[src/rtl/core/kmp_substring_search_defines.svh]
// ----------------------------------------------------------------------------
// kmp substring search assertion macros
// shared concurrent assertion forms, sampled on clk, off during reset
// ----------------------------------------------------------------------------
`ifndef KMP_SUBSTRING_SEARCH_DEFINES_SVH
`define KMP_SUBSTRING_SEARCH_DEFINES_SVH

// condition holds at every clock edge out of reset
`define KMP_ASSERT_ALWAYS(label, cond, msg) \
	label: assert property (@(posedge clk) disable iff (!arst_n) (cond)) else $error(msg);

// consequent holds in the same cycle as the antecedent
`define KMP_ASSERT_IMPLY(label, ante, cons, msg) \
	label: assert property (@(posedge clk) disable iff (!arst_n) (ante) |-> (cons)) \
		else $error(msg);

`endif

[src/rtl/core/kmp_pkg.sv]
// ----------------------------------------------------------------------------
// kmp_pkg
// request kinds and the per-cycle control word broadcast along the cell chain
// ----------------------------------------------------------------------------
package kmp_pkg;

	typedef enum logic [1:0] {
		ACT_CLEAR  = 2'd0,
		ACT_APPEND = 2'd1,
		ACT_TEXT   = 2'd2,
		ACT_NONE   = 2'd3
	} kmp_action_t;

	typedef struct packed {
		logic       clear_pat;
		logic       append;
		logic       shift;
		logic       flush;
		logic [7:0] data;
	} kmp_bcast_t;

endpackage

[src/rtl/core/kmp_cell.sv]
// ----------------------------------------------------------------------------
// kmp_cell
// one pattern position: holds its byte, a fill flag and a prefix-match flag
// that moves one cell down the chain for every text byte
// ----------------------------------------------------------------------------
module kmp_cell
	import kmp_pkg::*;
(
	input  logic       clk,
	input  logic       arst_n,
	input  kmp_bcast_t bcast,
	input  logic       prev_valid,
	input  logic       prev_match,
	input  logic       next_valid,
	output logic       valid,
	output logic       match,
	output logic       hit
);

	logic       valid_q;
	logic       match_q;
	logic [7:0] pat_q;
	logic       match_nxt;

	assign match_nxt = prev_match && valid_q && (pat_q == bcast.data);
	assign hit       = bcast.shift && match_nxt && !next_valid;
	assign valid     = valid_q;
	assign match     = match_q;

	always_ff @(posedge clk or negedge arst_n) begin
		if (!arst_n) begin
			valid_q <= 1'b0;
		end else if (bcast.clear_pat) begin
			valid_q <= 1'b0;
		end else if (bcast.append && prev_valid && !valid_q) begin
			valid_q <= 1'b1;
		end
	end

	always_ff @(posedge clk) begin
		if (bcast.append && prev_valid && !valid_q) begin
			pat_q <= bcast.data;
		end
	end

	always_ff @(posedge clk or negedge arst_n) begin
		if (!arst_n) begin
			match_q <= 1'b0;
		end else if (bcast.flush) begin
			match_q <= 1'b0;
		end else if (bcast.shift) begin
			match_q <= match_nxt;
		end
	end

endmodule

[src/rtl/core/kmp_substring_search.sv]
// ----------------------------------------------------------------------------
// kmp_substring_search
// first-match substring finder over a byte stream, one cell per pattern byte
// ----------------------------------------------------------------------------
// Requests enter on s_axis: tuser picks the kind (clear pattern, append a
// pattern byte, text byte), tdata carries the byte, tlast marks the last text
// byte of a text. Appends fill the cell chain in order; a full chain ignores
// further appends. Every text byte updates the prefix-match flags of all
// cells in the same cycle, so one request is taken per clock while s_axis_tready is high.
// A text gives at most one result on m_axis: tuser is found, tdata the start
// position of the first match (0 when the text ended without one). The
// result is registered and appears the cycle after the text byte that
// causes it; nothing else is delayed.
// The output holds one result. While it is full and m_axis_tready is low,
// s_axis_tready is low too; otherwise requests are taken back to back.
// Reset empties the pattern and the search state and drops m_axis_tvalid.
// ----------------------------------------------------------------------------
`include "kmp_substring_search_defines.svh"

module kmp_substring_search
	import kmp_pkg::*;
#(
	parameter int MAX_PATTERN    = 64,
	parameter int POSITION_WIDTH = 32
) (
	input  logic                                      clk,
	input  logic                                      arst_n,
	input  logic                                      s_axis_tvalid,
	output logic                                      s_axis_tready,
	input  logic [7:0]                                s_axis_tdata,  // data_byte
	input  logic [1:0]                                s_axis_tuser,  // action
	input  logic                                      s_axis_tlast,  // last_of_text
	output logic                                      m_axis_tvalid,
	input  logic                                      m_axis_tready,
	output logic [((POSITION_WIDTH + 7) / 8) * 8-1:0] m_axis_tdata,  // match_position
	output logic [0:0]                                m_axis_tuser   // found
);

	localparam int CW = $clog2(MAX_PATTERN + 1);
	localparam int TW = ((POSITION_WIDTH + 7) / 8) * 8;
	localparam logic [POSITION_WIDTH-1:0] POS_MAX = {POSITION_WIDTH{1'b1}};

	kmp_action_t               action;
	kmp_bcast_t                bcast;
	logic                      acc;
	logic                      is_text;
	logic                      hit_any;
	logic                      give_found;
	logic                      give_miss;
	logic [CW-1:0]             count_q;
	logic [POSITION_WIDTH-1:0] text_pos_q;
	logic                      done_q;
	logic                      out_valid_q;
	logic                      found_q;
	logic [POSITION_WIDTH-1:0] pos_out_q;
	logic [POSITION_WIDTH-1:0] pos_found;
	logic [MAX_PATTERN-1:0]    valid_vec;
	logic [MAX_PATTERN-1:0]    match_vec;
	logic [MAX_PATTERN-1:0]    hit_vec;

	assign action        = kmp_action_t'(s_axis_tuser);
	assign s_axis_tready = !out_valid_q || m_axis_tready;
	assign acc           = s_axis_tvalid && s_axis_tready;
	assign is_text       = acc && (action == ACT_TEXT);

	assign bcast.clear_pat = acc && (action == ACT_CLEAR);
	assign bcast.append    = acc && (action == ACT_APPEND);
	assign bcast.shift     = is_text && !done_q && (count_q != '0);
	assign bcast.flush     = bcast.clear_pat || (is_text && (s_axis_tlast || done_q || hit_any));
	assign bcast.data      = s_axis_tdata;

	genvar gi;
	generate
		for (gi = 0; gi < MAX_PATTERN; gi++) begin : g_cell
			logic pv;
			logic pm;
			logic nv;
			if (gi == 0) begin : g_head
				assign pv = 1'b1;
				assign pm = 1'b1;
			end else begin : g_body
				assign pv = valid_vec[gi-1];
				assign pm = match_vec[gi-1];
			end
			if (gi == MAX_PATTERN - 1) begin : g_tail
				assign nv = 1'b0;
			end else begin : g_next
				assign nv = valid_vec[gi+1];
			end
			kmp_cell u_cell (
				.clk        (clk),
				.arst_n     (arst_n),
				.bcast      (bcast),
				.prev_valid (pv),
				.prev_match (pm),
				.next_valid (nv),
				.valid      (valid_vec[gi]),
				.match      (match_vec[gi]),
				.hit        (hit_vec[gi])
			);
		end
	endgenerate

	assign hit_any    = |hit_vec;
	assign give_found = is_text && !done_q && ((count_q == '0) || hit_any);
	assign give_miss  = is_text && !done_q && !give_found && s_axis_tlast;

	// start index of the match, pinned at the maximum once the index saturates
	always_comb begin
		if (count_q == '0 || text_pos_q == POS_MAX) begin
			pos_found = text_pos_q;
		end else begin
			pos_found = text_pos_q - POSITION_WIDTH'(count_q - 1'b1);
		end
	end

	always_ff @(posedge clk or negedge arst_n) begin
		if (!arst_n) begin
			count_q <= '0;
		end else if (bcast.clear_pat) begin
			count_q <= '0;
		end else if (bcast.append && count_q != CW'(MAX_PATTERN)) begin
			count_q <= count_q + 1'b1;
		end
	end

	always_ff @(posedge clk or negedge arst_n) begin
		if (!arst_n) begin
			text_pos_q <= '0;
			done_q     <= 1'b0;
		end else if (bcast.clear_pat || (is_text && s_axis_tlast)) begin
			text_pos_q <= '0;
			done_q     <= 1'b0;
		end else if (is_text) begin
			if (text_pos_q != POS_MAX) begin
				text_pos_q <= text_pos_q + 1'b1;
			end
			if (give_found) begin
				done_q <= 1'b1;
			end
		end
	end

	always_ff @(posedge clk or negedge arst_n) begin
		if (!arst_n) begin
			out_valid_q <= 1'b0;
		end else if (give_found || give_miss) begin
			out_valid_q <= 1'b1;
		end else if (m_axis_tready) begin
			out_valid_q <= 1'b0;
		end
	end

	always_ff @(posedge clk) begin
		if (give_found) begin
			found_q   <= 1'b1;
			pos_out_q <= pos_found;
		end else if (give_miss) begin
			found_q   <= 1'b0;
			pos_out_q <= '0;
		end
	end

	assign m_axis_tvalid   = out_valid_q;
	assign m_axis_tdata    = TW'(pos_out_q);
	assign m_axis_tuser[0] = found_q;

	`KMP_ASSERT_ALWAYS(a_count_in_range, count_q <= CW'(MAX_PATTERN), "pattern count overflow")
	`KMP_ASSERT_ALWAYS(a_fill_matches_count, $countones(valid_vec) == int'(count_q), "cell fill mismatch")
	`KMP_ASSERT_IMPLY(a_done_no_match, done_q, match_vec == '0, "match flags live after a find")
	`KMP_ASSERT_IMPLY(a_no_overwrite, out_valid_q && !m_axis_tready, !(give_found || give_miss), "result overwritten")

endmodule
[config.mk]
export PLATFORM = sky130hd
export DESIGN_NAME = kmp_substring_search
export DESIGN_NICKNAME = d
export VERILOG_FILES = /design/src/rtl/core/kmp_pkg.sv /design/src/rtl/core/kmp_cell.sv /design/src/rtl/core/kmp_substring_search.sv
export VERILOG_INCLUDE_DIRS = /design/src /design/src/rtl/core
export SDC_FILE = /design/constraint.sdc
export NUM_CORES = 1
export LEC_CHECK = 0
export BUFFER_PORTS_ARGS = -buffer_cell sky130_fd_sc_hd__buf_2
export CAP_MARGIN = 40
export CORE_MARGIN = 2
export CORE_UTILIZATION = 50
export CTS_BUF_LIST = sky130_fd_sc_hd__clkbuf_8
export CTS_CLUSTER_DIAMETER = 40
export DETAILED_ROUTE_END_ITERATION = 10
export PLACE_DENSITY = 0.66
export SLEW_MARGIN = 15
export SYNTH_ARGS = -nofsm -noshare
export SYNTH_HDL_FRONTEND = slang
export SYNTH_SLANG_ARGS = --single-unit
[constraint.sdc]
create_clock -name clk -period 5.63 [get_ports clk]
set_clock_uncertainty 0.1 [all_clocks]
set_input_delay 0.8445 -clock clk [delete_from_list [all_inputs] [get_ports clk]]
set_output_delay 0.8445 -clock clk [all_outputs]
set_load 0.05 [all_outputs]
==> flow_metrics.tcl, run 1 <==
set metrics [dict create \
    grt_pass1_wl_um 118000 \
    setup-tns-final_ns 0 \
    antenna_found_initial 2 \
    yosysWarnings 0 \
    cp_max_fo 8 \
    post-cts-setup-buffers 0 \
    ys_ff_latch 713 \
    clock_path_buffers 3 \
    period_needed_ns 4.90 \
    power.leakage_uw 0.0134 \
    final_util_pct 56.3 \
    cts_resized 0 \
    syn-instance-count 2576 \
    dp.cells 3446 \
    fill_cells 5270 \
    yosys.area.top_type "edfxtp_1" \
    cts_root_buf "clkbuf_8" \
    final_nets 2760 \
    grt_max_degree 90 \
    cts_buffers 114 \
    htreeDepth 3 \
    fp.dieArea_um2 66900 \
    die_w_um 259 \
    powerDensity_nw_per_um2 324 \
    reg2reg_depth 14 \
    fmax_mhz 204 \
    portBuffers 49 \
    r2r_setup_slack_ns 0.73 \
    critPathLaunchType "flop" \
    synth_edf_count 544 \
    worst_setup_path_end_kind "flop" \
    vias 20600 \
    r2r_start "count_q[3]" \
    place.gp.congestion 0.848 \
    final-seq-area_um2 20600 \
    cts_tree "yes" \
    yosysMostFrequentCell "edfxtp_1" \
    drc 0 \
    outcome "complete, no violations" \
    cts.clk_slew.worst_paths_ns 0.06 \
    hold_class "reg2reg" \
    dp.final_hpwl_um 46600 \
    multi_input_area_um2 11100 \
    wire_per_inst_um 20.2 \
    drive_above_1_share_pct 10.9 \
    synth_area_per_cell_um2 12.6 \
    hold_path_end "m_axis_tuser" \
    ios 50 \
    cp.required_ns 6.03 \
    tightest_slew_ns 0.833 \
    die_h_um 259 \
    min_path_cells 2 \
    start_util_pct 50.4 \
    synthToLayoutAreaGrowth_pct 11.8 \
    hold_start "m_axis_tuser" \
    synthTopCellsByArea "edfxtp_1 (50%), dfrtp_1 (13%), xor2_1 (7.9%)" \
    clk_latency_ns 0.77 \
    synth_area_um2 32400 \
    gr-usage-all-layers_pct 22.5 \
    fin_crit_sh_pct 87.0 \
    arrival_ns 5.30 \
    peakVddDrop_v 0.000281 \
    yosysTopAreaCellShare_pct 50.4 \
    final_max_slew_viol_count 0 \
    r2r_end "m_axis_tdata[30]" \
    syn-num-nets 2627 \
    grt_overflow 0 \
    yosysSeqAreaShare_pct 63.4 \
    synthArstFlopShare_pct 23.6 \
    grt_pass1_vias 21100 \
    wirelength_um 74000 \
    rsz0062_at_grt "no" \
    drt_iter0_markers 1627 \
    via_per_inst 5.62 \
    postRouteAntennaNets 0 \
    finalHoldViolations 0 \
    p_total_uw 11700 \
    drt-pass1-iter-count 5 \
    critical_path_class "reg2reg" \
    rows 93 \
    clock_sinks 713 \
    setup_viol 0 \
    slew_headroom_pct 44.4 \
    instances_no_fill 3669 \
    synth_commonest_cells "edfxtp_1 (544), nor2_1 (315), xor2_1 (293), xnor2_1 (262), a21oi_1 (176)" \
    maxCapViolCount 0 \
    synth-main-ff-cell "edfxtp_1" \
    cts_hold_buf 0 \
    core_area_um2 64300 \
    synth_cell_types 59 \
]
==> layout make-up <==
cell class,count,share of cell area (%)
Inverter,24,0.248
Timing Repair Buffer,132,3.05
Tap cell,855,2.95
Antenna cell,4,0.0276
Multi-Input combinational cell,1724,30.6
Clock buffer,131,4.97
Clock inverter,86,1.47
Sequential cell,713,56.7
==> worst max path at each step <==
stage,from,endpoint,slack (ns),cells past startpoint
floorplan,count_q[3],m_axis_tdata[21],1.28,15
global placement,count_q[3],m_axis_tdata[30],0.83,14
detailed placement,s_axis_tdata[4],m_axis_tdata[27],0.76,13
CTS,count_q[3],m_axis_tdata[30],0.81,14
global route,count_q[3],m_axis_tdata[30],0.37,14
finish,count_q[3],m_axis_tdata[30],0.73,14
==> layer usage <==
metal / part of all wire (%) / vias to the layer above / GRT usage, %
li1: - / 9511 / -
met1: 44 / 10300 / 31.1
met2: 48 / 626 / 36.3
met3: 5.5 / 143 / 3.74
met4: 2.5 / 0 / 7.40
met5: 0 / - / 0
==> where the power goes <==
group          switching (uW)  internal, uW  total, uW  leakage, uW
Clock                    2090          2370       4460      0.00139
Sequential               95.7          5760       5850      0.00726
Combinational             948           475       1420      0.00480
==> flip-flops by register name, summed over array words and instances (netlist names) <==
register and cells:
g_cell.u_cell.pat_q 512, done_q 1, g_cell.u_cell.valid 64, count_q 7, text_pos_q 32, m_axis_tvalid 1
m_axis_tuser 1, m_axis_tdata 32, g_cell.u_cell.match 63
==> critical path: stages (launching register included) <==
cell and delay [ns]:
dfrtp_1 0.46, or4_1 0.57, nor4_1 0.20, buf_4 0.21, inv_1 0.16, ha_1 0.42
and3_1 0.21, nand2_1 0.09, nor4_1 0.27, nor3_1 0.19, o31ai_1 0.49, o31ai_1 0.21
a2111oi_0 0.68, mux2i_1 0.30, a21oi_1 0.09
==> metrics by stage <==
stage                     cell area (um^2)  hold WS (ns)  setup slack [ns]
after floorplan                      32400         0.373              1.28
after global placement               33800         0.333             0.827
after detailed placement             33900         0.352             0.758
after CTS                            36200        0.0769             0.812
after global routing                 36300         0.361             0.372
final                                36300         0.364             0.732
==> cells by family (layout without fill, tap and decap cells) <==
logic type | count (synthesis) | in the layout | share of synthesized area [%]
muxes | 6 | 6 | 0.185
DFF | 713 | 713 | 63.4
AOI/OAI and AO/OA | 284 | 284 | 5.15
adders and majority gates | 36 | 36 | 1.41
xor gates and xnor gates | 555 | 555 | 15.0
and+or+nand+nor | 843 | 843 | 12.4
buffers and inverters | 139 | 373 | 2.51
other | 0 | 4 | 0
==> cell usage in the layout (no fill, tap or decap), types with 66 or more instances in the layout <==
cell / synthesis / routed
nand2_1: 144 / 143
nor4_1: 83 / 83
xnor2_1: 262 / 262
a21oi_1: 176 / 175
clkbuf_8: 0 / 132
inv_1: 24 / 73
edfxtp_1: 544 / 544
nand3_1: 91 / 91
xor2_1: 293 / 293
dfrtp_1: 168 / 168
nor2_1: 315 / 313
buf_4: 44 / 66
Note: power is estimated with default switching activity, not from simulation.
==> inputs of run 2 (changes only) <==
- CAP_MARGIN: 40 -> unset
- CORE_UTILIZATION: 50 -> 55
- PLACE_DENSITY: 0.66 -> 0.74
==> flow_metrics.tcl, run 2 (same netlist as run 1, synthesis figures left out) <==
set metrics [dict create \
    clk_latency_ns 0.75 \
    rsz0062_at_grt "no" \
    slew_headroom_pct 26.3 \
    synthToLayoutAreaGrowth_pct 11.1 \
    period_needed_ns 5.10 \
    start_util_pct 55.3 \
    fin_crit_sh_pct 90.7 \
    drt_iter0_markers 1745 \
    fp.dieArea_um2 60900 \
    grt_overflow 0 \
    drt-pass1-iter-count 5 \
    cts_resized 0 \
    vias 20600 \
    outcome "complete, no violations" \
    cts_root_buf "clkbuf_8" \
    cp.required_ns 5.99 \
    peakVddDrop_v 0.000217 \
    final_nets 2752 \
    crit_slowest_cell "a2111oi_0" \
    arrival_ns 5.46 \
    hold_class "in2reg" \
    wire_per_inst_um 20.3 \
    power.leakage_uw 0.0134 \
    final_max_slew_viol_count 0 \
    die_w_um 247 \
    die_h_um 247 \
    setup_ws_ns 0.526 \
    powerDensity_nw_per_um2 323 \
    grt_pass1_vias 20700 \
    max_stage_delay_ns 0.57 \
    largest_reg_flops 512 \
    via_per_inst 5.77 \
    cp_max_fo 17 \
    ios 50 \
    tightest_slew_ns 1.10 \
    htreeDepth 3 \
    cts_tree "yes" \
    largest-register "g_cell.u_cell.pat_q" \
    critPathLaunchType "flop" \
    wirelength_um 72500 \
    fmax_mhz 196 \
    drc 0 \
    grt_max_degree 101 \
    dpl_worst_slack_ns 0.648 \
    cts.clk_slew.worst_paths_ns 0.06 \
    clock_sinks 713 \
    cts_buffers 114 \
    core_area_um2 58700 \
    grt_pass1_wl_um 115000 \
    antenna_found_initial 2 \
    clock_path_buffers 3 \
    maxCapViolCount 0 \
    finalHoldViolations 0 \
    setup_viol 0 \
    worst_setup_path_end_kind "flop" \
    critical_path_class "reg2reg" \
    rows 89 \
    place.gp.congestion 0.955 \
    gr-usage-all-layers_pct 24.2 \
    path_cells "or4_1 -> nor4_1 -> inv_1 -> ha_1 -> and3_1 -> nand2_1 -> nor4_1 -> nor3_1 -> o31ai_1 -> o31ai_1 -> a2111oi_0 -> mux2i_1 -> a21oi_1" \
    dp.final_hpwl_um 45600 \
    portBuffers 49 \
    setup-tns-final_ns 0 \
    layout_commonest_cell "edfxtp_1" \
    layout_common_cells "edfxtp_1 (544), nor2_1 (313), xor2_1 (293)" \
    drive_above_1_share_pct 10.7 \
    r2r_setup_slack_ns 0.53 \
    postRouteAntennaNets 0 \
]
==> run 2: metrics by stage <==
stage	power, uW	util, %	hold WS, ns	std cells	area, um^2
floorplan	6920	-	0.373	2576	32400
global placement	7300	57.5	0.330	3357	33700
detailed placement	7350	57.5	0.354	3357	33700
CTS	11700	61.4	0.294	3574	36000
global route	12100	61.4	0.348	3575	36000
finish	11700	61.4	0.353	3576	36000
==> run 2: layout make-up <==
class                   count  area [um^2]
fillers                  4451        22600
flip-flops and latches    713        20600
multi-input cells        1724        11100
clock buffers             137         1890
repair buffers            124         1030
well taps                 773          967
clock inverters            79          424
inverters                  24         90.1
diodes                      2         5.00
==> run 2: power by group <==
part	switching [uW]	leakage [uW]	internal [uW]	total [uW]
Sequential	87.6	0.00726	5760	5850
Combinational	941	0.00476	470	1410
Clock	2080	0.00138	2310	4400
==> run 2: per-layer routing <==
metal  vias to the layer above  global-route usage (%)  routed length, um
li1                       9476                       -                  -
met1                     10300                    33.4              31100
met2                       711                    39.5              34700
met3                       149                    3.87               4920
met4                         0                    8.31               1780
met5                         -                       0                  0
==> run 2: timing repair <==
| action | CTS | global route |
|---|---|---|
| endpoints found under the hold margin | 1 | 0 |
| buffers inserted | 0 | 0 |
| hold buffers | 1 | 0 |
==> run 2: critical path, delay by kind of cell (launching register included) <==
| kind | cells | cell delay, ns |
|---|---|---|
| AO/OA/AOI/OAI | 4 | 1.28 |
| adder cells (fa/ha/maj) | 1 | 0.51 |
| buffers and inverters | 1 | 0.51 |
| flip-flops | 1 | 0.45 |
| multiplexers | 1 | 0.26 |
| AND/OR/NAND/NOR | 6 | 1.73 |
==> run 2: final timing paths <==
kind / from / to / cells after the start
max: count_q[3] / m_axis_tdata[30] / 13
max in group asynchronous: arst_n / g_cell[14].u_cell.match / 3
min: m_axis_tready / m_axis_tvalid / 3
min reg2reg: m_axis_tuser / m_axis_tuser / 2
max reg2reg: count_q[3] / m_axis_tdata[30] / 13
min in group asynchronous: arst_n / text_pos_q[12] / 2
